$ cat src/hw/rtl/icph_pkg.sv
package icph_pkg;

    localparam int WORD_W  = 16;
    localparam int MODE_W  = 2;
    localparam int INDEX_W = 3;

    typedef logic [WORD_W-1:0]  word_t;
    typedef logic [MODE_W-1:0]  mode_t;
    typedef logic [INDEX_W-1:0] index_t;

    // register indexes on the configuration port
    localparam index_t REG_HEADER_MODE      = 3'd0;
    localparam index_t REG_LOCAL_IP_FIRST   = 3'd1;
    localparam index_t REG_LOCAL_IP_SECOND  = 3'd2;
    localparam index_t REG_REMOTE_IP_FIRST  = 3'd3;
    localparam index_t REG_REMOTE_IP_SECOND = 3'd4;

    // header modes; both bits set decodes as TCP
    localparam mode_t MODE_NONE = 2'd0;
    localparam mode_t MODE_TCP  = 2'd1;
    localparam mode_t MODE_UDP  = 2'd2;
    localparam mode_t MODE_BOTH = 2'd3;

    localparam word_t PROTO_TCP = 16'd6;
    localparam word_t PROTO_UDP = 16'd17;

    localparam mode_t RST_HEADER_MODE      = MODE_NONE;
    localparam word_t RST_LOCAL_IP_FIRST   = 16'd43200;
    localparam word_t RST_LOCAL_IP_SECOND  = 16'd58881;
    localparam word_t RST_REMOTE_IP_FIRST  = 16'd43200;
    localparam word_t RST_REMOTE_IP_SECOND = 16'd3585;

    function automatic word_t swap16(input word_t v);
        return {v[7:0], v[15:8]};
    endfunction

    // one end-around fold of a 17-bit sum
    function automatic word_t fold17(input logic [WORD_W:0] s);
        logic [WORD_W:0] t;
        t = {1'b0, s[WORD_W-1:0]} + {{WORD_W{1'b0}}, s[WORD_W]};
        return t[WORD_W-1:0];
    endfunction

endpackage

$ cat src/hw/rtl/internet_checksum_pseudo_header.sv
// Two register stages, input and result: a request taken into the input register
//   reaches the result register and m_tvalid once that register is free.
// Throughput: one word per cycle, a last word waiting while a checksum is unread; the
//   sum feedback is one 16-bit end-around add. Reset (rst_n low, asynchronous):
//   both stages empty, sum and count cleared, configuration registers to defaults.
module internet_checksum_pseudo_header
(
    input  logic                 clk,
    input  logic                 rst_n,
    // config write port
    input  logic                 cfg_wen,
    input  icph_pkg::index_t     cfg_addr,
    input  icph_pkg::word_t      cfg_wdata,
    // input stream
    input  logic                 s_tvalid,
    output logic                 s_tready,
    input  logic [15:0]          s_tdata,   // [15:0] data_word
    input  logic                 s_tlast,   // last_word
    // result stream
    output logic                 m_tvalid,
    input  logic                 m_tready,
    output logic [15:0]          m_tdata    // [15:0] checksum
);
    import icph_pkg::*;

    // configuration
    mode_t header_mode_reg;
    word_t local_ip_first_reg;
    word_t local_ip_second_reg;
    word_t remote_ip_first_reg;
    word_t remote_ip_second_reg;

    // input stage
    logic  in_valid_reg;
    word_t in_word_reg;
    logic  in_last_reg;

    // accumulator
    word_t sum_reg;
    word_t count_reg;

    // result stage
    logic  out_valid_reg;
    word_t checksum_reg;

    logic  out_free;
    logic  advance;

    word_t sum_next;
    word_t count_next;
    word_t length_bytes;
    word_t proto_word;
    logic  header_on;
    logic  is_tcp;
    logic [WORD_W+2:0] wide_sum;
    logic [WORD_W:0]   fold_once;
    word_t final_sum;

    // ---------------------------------------------------------------
    // Configuration writes; indexes past the list are dropped.
    // ---------------------------------------------------------------
    always_ff @(posedge clk or negedge rst_n)
    begin
        if (!rst_n)
        begin
            header_mode_reg      <= RST_HEADER_MODE;
            local_ip_first_reg   <= RST_LOCAL_IP_FIRST;
            local_ip_second_reg  <= RST_LOCAL_IP_SECOND;
            remote_ip_first_reg  <= RST_REMOTE_IP_FIRST;
            remote_ip_second_reg <= RST_REMOTE_IP_SECOND;
        end
        else if (cfg_wen)
        begin
            case (cfg_addr)
                REG_HEADER_MODE:      header_mode_reg      <= cfg_wdata[MODE_W-1:0];
                REG_LOCAL_IP_FIRST:   local_ip_first_reg   <= cfg_wdata;
                REG_LOCAL_IP_SECOND:  local_ip_second_reg  <= cfg_wdata;
                REG_REMOTE_IP_FIRST:  remote_ip_first_reg  <= cfg_wdata;
                REG_REMOTE_IP_SECOND: remote_ip_second_reg <= cfg_wdata;
                default:              ;
            endcase
        end
    end

    // ---------------------------------------------------------------
    // Flow control. A non-last word only touches the accumulator, so it
    // moves on even while a checksum waits; a last word needs the result
    // register free (empty or being taken this cycle).
    // ---------------------------------------------------------------
    assign out_free = !out_valid_reg || m_tready;
    assign advance  = in_valid_reg && (!in_last_reg || out_free);
    assign s_tready = !in_valid_reg || advance;

    always_ff @(posedge clk or negedge rst_n)
    begin
        if (!rst_n)
        begin
            in_valid_reg <= 1'b0;
        end
        else if (s_tready)
        begin
            in_valid_reg <= s_tvalid;
        end
    end

    always_ff @(posedge clk)
    begin
        if (s_tready && s_tvalid)
        begin
            in_word_reg <= s_tdata;
            in_last_reg <= s_tlast;
        end
    end

    // ---------------------------------------------------------------
    // Datapath.
    // Running word: one end-around add into the sum.
    // Last word: sum, word and, unless the mode is none, the six header words
    // go through one plain add, then two folds. Ones' complement sums are the
    // same whether the carry goes around at each add or once at the end.
    // ---------------------------------------------------------------
    assign sum_next   = fold17({1'b0, sum_reg} + {1'b0, in_word_reg});
    assign count_next = count_reg + 16'd1;

    assign header_on    = (header_mode_reg != MODE_NONE);
    assign is_tcp       = header_mode_reg inside {MODE_TCP, MODE_BOTH};
    assign length_bytes = swap16({count_next[WORD_W-2:0], 1'b0});
    assign proto_word   = swap16(is_tcp ? PROTO_TCP : PROTO_UDP);

    always_comb
    begin
        wide_sum = {3'b000, sum_reg} + {3'b000, in_word_reg};
        if (header_on)
        begin
            wide_sum = wide_sum
                     + {3'b000, local_ip_first_reg}  + {3'b000, local_ip_second_reg}
                     + {3'b000, remote_ip_first_reg} + {3'b000, remote_ip_second_reg}
                     + {3'b000, length_bytes}        + {3'b000, proto_word};
        end
        fold_once = {1'b0, wide_sum[WORD_W-1:0]} + {{(WORD_W-2){1'b0}}, wide_sum[WORD_W+2:WORD_W]};
        final_sum = fold17(fold_once);
    end

    always_ff @(posedge clk or negedge rst_n)
    begin
        if (!rst_n)
        begin
            sum_reg   <= '0;
            count_reg <= '0;
        end
        else if (advance)
        begin
            if (in_last_reg)
            begin
                sum_reg   <= '0;
                count_reg <= '0;
            end
            else
            begin
                sum_reg   <= sum_next;
                count_reg <= count_next;
            end
        end
    end

    // ---------------------------------------------------------------
    // Result register.
    // ---------------------------------------------------------------
    always_ff @(posedge clk or negedge rst_n)
    begin
        if (!rst_n)
        begin
            out_valid_reg <= 1'b0;
        end
        else if (advance && in_last_reg)
        begin
            out_valid_reg <= 1'b1;
        end
        else if (m_tready)
        begin
            out_valid_reg <= 1'b0;
        end
    end

    always_ff @(posedge clk)
    begin
        if (advance && in_last_reg)
        begin
            checksum_reg <= ~final_sum;
        end
    end

    assign m_tvalid = out_valid_reg;
    assign m_tdata  = checksum_reg;

endmodule

$ cat config.mk
export PLATFORM = sky130hd
export DESIGN_NAME = internet_checksum_pseudo_header
export DESIGN_NICKNAME = d
export VERILOG_FILES = /design/src/hw/rtl/icph_pkg.sv /design/src/hw/rtl/internet_checksum_pseudo_header.sv
export SDC_FILE = /design/constraint.sdc
export NUM_CORES = 1
export LEC_CHECK = 0
export ABC_AREA = 0
export BUFFER_PORTS_ARGS = -buffer_cell sky130_fd_sc_hd__buf_2
export CAP_MARGIN = 5
export CORE_ASPECT_RATIO = 1.25
export CORE_MARGIN = 3
export CORE_UTILIZATION = 55
export DETAILED_ROUTE_END_ITERATION = 10
export PLACE_DENSITY = 0.73
export SYNTH_ARGS = -nofsm -noshare
export SYNTH_HDL_FRONTEND = slang
export SYNTH_SLANG_ARGS = --single-unit
$ cat constraint.sdc
create_clock -name clk -period 9.5 [get_ports clk]
set_clock_uncertainty 0.15 [all_clocks]
set_input_delay 0 -clock clk [delete_from_list [all_inputs] [get_ports clk]]
set_output_delay 0 -clock clk [all_outputs]
set_load 0.01 [all_outputs]
Word-level counts from Yosys, hierarchy flattened
Index checks and enable logic that the tools add are counted.
- add/sub/neg operators: 12
- eq/ne operators: 6
- mux-type cells: 6
- bitwise gates (word level): 1
- reduce and logical (&&, ||, !) cells: 18
- operators with widths (kind ; number):
    $add 19x16->19 ; 3
    $add 16x16->17 ; 2
    $add 16x1->16 ; 2
    $mux 16 ; 2
    $add 18x16->19 ; 1
    $add 19x13->19 ; 1
    $mux 19 ; 1
    $add 17x16->18 ; 1
    $add 16x3->17 ; 1
    $add 16x1->16 const B ; 1
    $not 16->16 ; 1
    $reduce_and 2->1 ; 5
    $eq 3x2->1 const B ; 2
    $reduce_bool 2->1 ; 3
    $mux 5 ; 1
    $eq 3x1->1 const B ; 1
    $eq 3x3->1 const B ; 1
    $logic_and 1x1->1 ; 3
    $logic_not 1->1 ; 3
    $logic_not 3->1 ; 1
    $logic_or 1x1->1 ; 3
    $eq 2x1->1 const B ; 1
    $eq 2x2->1 const B ; 1
    $mux 1 ; 2
- register bits after elaboration: 133
- logic and storage cells: 55

Depth between registers and ports, before layout
- word-level depth: 11
- mapped depth: 40
- gate-level depth less buffers: 39

Worst setup path before layout
No wires, ideal clock.
- path type: register to register
- start: register in_word_reg[0]
- end: register checksum_reg[12], in the netlist m_tdata[12] (data pin)
- library setup time: 0.272 ns
- arrival time: 8.377 ns
- path slack: 0.701 ns
- cell stages (with the launch flop): 38
- clock period less this slack: 8.799 ns
- cell sequence: edfxtp_1 -> ha_1 -> fa_1 -> a21o_1 -> a22oi_1 -> nor3b_1 -> a211o_1 -> buf_2 -> fa_1 -> inv_1 -> fa_1 -> fa_1 -> fa_1 -> inv_1 -> ha_1 -> a2111oi_0 -> o21ai_0 -> a41oi_1 -> (+2 left out) -> a21o_1 -> a21o_1 -> a21oi_1 -> xor2_1 -> nor2_1 -> ha_1 -> a21o_1 -> nand2_1 -> nor4_1 -> ha_1 -> ha_1 -> nand2_1 -> nor2_1 -> nand3_1 -> nor3_2 -> o2111ai_1 -> a211oi_1 -> xor2_1
- word-level cells in the longest chain between the ends: 11
- ends and longest elaborated chain (what ; line ; text):
    start: declaration ; internet_checksum_pseudo_header.sv:35 ; word_t in_word_reg;
    start signal: assignment ; internet_checksum_pseudo_header.sv:110 ; in_word_reg <= s_tdata;
    $add 16x16->17 * ; internet_checksum_pseudo_header.sv:132 ; wide_sum = {3'b000, sum_reg} + {3'b000, in_word_reg};
    $add 17x16->18 ; internet_checksum_pseudo_header.sv:136 ; + {3'b000, local_ip_first_reg} + {3'b000, local_ip_second_reg}
    $add 18x16->19 ; internet_checksum_pseudo_header.sv:136 ;
    $add 19x16->19 (2 in a row) ; internet_checksum_pseudo_header.sv:137 ; + {3'b000, remote_ip_first_reg} + {3'b000, remote_ip_second_reg}
    $add 19x16->19 ; internet_checksum_pseudo_header.sv:138 ; + {3'b000, length_bytes} + {3'b000, proto_word};
    $add 19x13->19 ; internet_checksum_pseudo_header.sv:138 ;
    $mux 19 * ; internet_checksum_pseudo_header.sv:133 ; if (header_on)
    $add 16x3->17 * ; internet_checksum_pseudo_header.sv:140 ; fold_once = {1'b0, wide_sum[WORD_W-1:0]} + {{(WORD_W-2){1'b0}}, wide_sum[WORD_W+2:WORD_W]};
    $add 16x1->16 * ; icph_pkg.sv:40 ; t = {1'b0, s[WORD_W-1:0]} + {{WORD_W{1'b0}}, s[WORD_W]};
    $not 16->16 * ; internet_checksum_pseudo_header.sv:189 ; checksum_reg <= ~final_sum;
    end signal: assignment ; internet_checksum_pseudo_header.sv:189 ;
    end: declaration ; internet_checksum_pseudo_header.sv:44 ; word_t checksum_reg;
Mark *: on every way between the ends. The rest lies on a longest branch, timed or not.
A chain may end at the register's enable or synchronous reset.

Worst setup path in the final report
- start: register in_word_reg[0]
- end: register checksum_reg[14], in the netlist m_tdata[14] (data pin)
The elaborated chain is that of the path after synthesis.

==> reports/summary.txt <==
Status -> finished, final reports clean
CP required -> 9.50 ns
Die Ht -> 153 µm
Slew HR -> 27.2%
Die width -> 124 µm
Distinct cells, synth -> 72
Share of cells above drive strength 1 -> 22.0%
Antenna violations before repair -> 0
Slew Viols, Final -> 0
Net Count, Synth -> 1,044
Syn Area/Cell -> 10.9 µm²
CP max FO -> 8
Commonest non-fill, non-tap cell in the layout -> inv_1
Crit path DAT -> 9.15 ns
Uppermost layer routed -> met4
Commonest cells after routing, fill and taps aside -> inv_1 (104), dfrtp_1 (79), nand2_1 (71)
Die ar. -> 19,000 µm²
# rows -> 53
Final-report hold violation count -> 0
Final setup vio count -> 0
Critical Path Start Type -> flip-flop
Clock transition at path regs -> 0.05 ns
Layout Nets -> 1,159
Fin area -> 11,200 µm²
Min Tclk post-route -> 9.15 ns
Total GRT Usage -> 24.2%
Placed inst area -> 10,100 µm²
Largest net degree at the start of global routing -> 75
Inserted Diodes -> 0
Clock sink count -> 132
Io pins -> 59
Clock latency on the worst-skew pair -> 0.42 ns
Slowest cell on the critical path -> fa_1
Max-Cap Viols -> 0
Vias in the first global route -> 7,098
Total negative slack -> 0 ns
Vias post-DR -> 6,921
Core ar. -> 16,900 µm²
Drt first-iter violations -> 533
GP Congestion -> 0.984
HPWL Detailed -> 16,300 µm
Overflow after GRT -> 0
CP max stage delay -> 0.49 ns
CTS max path bufs -> 2
Area grow syn2layout -> 17.3%
Seq cells post-synth -> 132
Syn. warnings -> 0
First-pass GRT wire length -> 35,500 µm
Residual DRC -> 0
WL/cell -> 17.7 µm
Worst setup margin -> 0.352 ns
TritonCTS clock tree -> yes
Synth Cell Area -> 9570 µm²
Num CTS Buffers -> 17
CP endpoint kind -> flip-flop
DR WL met2 -> 11,200 µm
Post-Synthesis Cells -> 880
Root Buffer -> clkbuf_16
Vias per std cell -> 5.64
H-tree Lvls -> 4
Post-synthesis async set-or-reset flop share -> 75.0%
EDFF count, synth -> 33
TritonRoute pass-1 iters -> 5
ANT nets after route -> 0
Sequential share of the synthesized area -> 36.5%
Type of the most critical hold path -> in -> reg
Worst Path Class, Setup -> reg -> reg
Setup slack at placement -> 0.208 ns
Top FF cell, synth -> dfrtp_1
Fmax -> 109 MHz
PortBufs -> 58
Met1 wire length -> 9000 µm
Met3 wire len -> 929 µm
Final Cycle Share -> 96.3%
Final WL -> 21,800 µm
Worst Tran Pin Value -> 1.09 ns
Initial Util -> 56.6%
## routing by layer
layer | global-route usage, % | vias up
li1 | - | 3262
met1 | 30.4 | 3409
met2 | 42.2 | 202
met3 | 3.92 | 48
met4 | 7.93 | 0
met5 | 0 | -
## final timing paths
check	startpoint	end	slack, ns	cells after the start
setup / recovery	in_word_reg[0]$_DFFE_PP_	m_tdata[14]$_DFFE_PP_	0.35	38
hold / removal	s_tdata[14]	in_word_reg[14]$_DFFE_PP_	0.13	2
setup reg to reg	in_word_reg[0]$_DFFE_PP_	m_tdata[14]$_DFFE_PP_	0.35	38
hold reg to reg	sum_reg[5]$_DFFE_PN0P_	sum_reg[5]$_DFFE_PN0P_	0.33	2
max in group asynchronous	rst_n	sum_reg[2]$_DFFE_PN0P_	7.20	4
min in group asynchronous	rst_n	local_ip_first_reg[11]$_DFFE_PN1P_	0.50	3
## cell type report
class,count,area (µm²)
fill,1300,5690
multi-input combinational,617,5650
sequential,132,3490
timing repair buffer,121,876
clock buffer,27,504
inverter,106,398
tap,220,275
clock inverter,5,26.3
## worst max-delay path, delay by kind of cell (launching register included)
family                   cells  cell delay (ns)
AO/OA/AOI/OAI               13             2.84
XOR/XNOR                     2             0.26
adder cells (fa/ha/maj)     10             3.57
buffers and inverters        4             0.25
flip-flops                   1             0.36
AND/OR/NAND/NOR              9             1.45
## metrics by stage
step	utilization [%]	std cells	hold slack (ns)
2_1_floorplan	-	880	-0.446
3_3_place_gp	60.0	1146	-0.210
3_5_place_dp	60.0	1146	-0.210
4_1_cts	65.8	1222	0.124
5_1_grt	66.4	1228	0.142
6_report	66.4	1228	0.135
## cells by family after synthesis
group	Yosys count	share of synthesized area (%)
and+or+nand+nor	206	10.9
AOI/OAI and AO/OA	154	11.7
DFF	132	36.5
buffers and inverters	131	5.38
adders and majority gates	123	21.5
xor gates and xnor gates	71	6.58
muxes	63	7.36
## timing repair
item                                    CTS  global route
hold endpoints to repair                110             0
endpoints found under the setup margin    0             5
buffers inserted                          0             6
hold buffers                             44             0
gates resized for setup                   0            14
## Yosys cell counts (all sizes together), types with 24 or more instances
master	n	share of area, %
nand2	72	2.9
edfxtp	33	10
xor2	27	2.6
dfrtp	79	21
ha	54	7.1
mux2	59	6.9
o21ai	52	2.8
fa	69	14
nand3	24	1.3
xnor2	44	4.0
inv	106	4.2
nor2	34	1.4
Power is left out: the tool's default activity adds up to more than one toggle a clock period on the data nets, which glitch-free logic cannot reach.
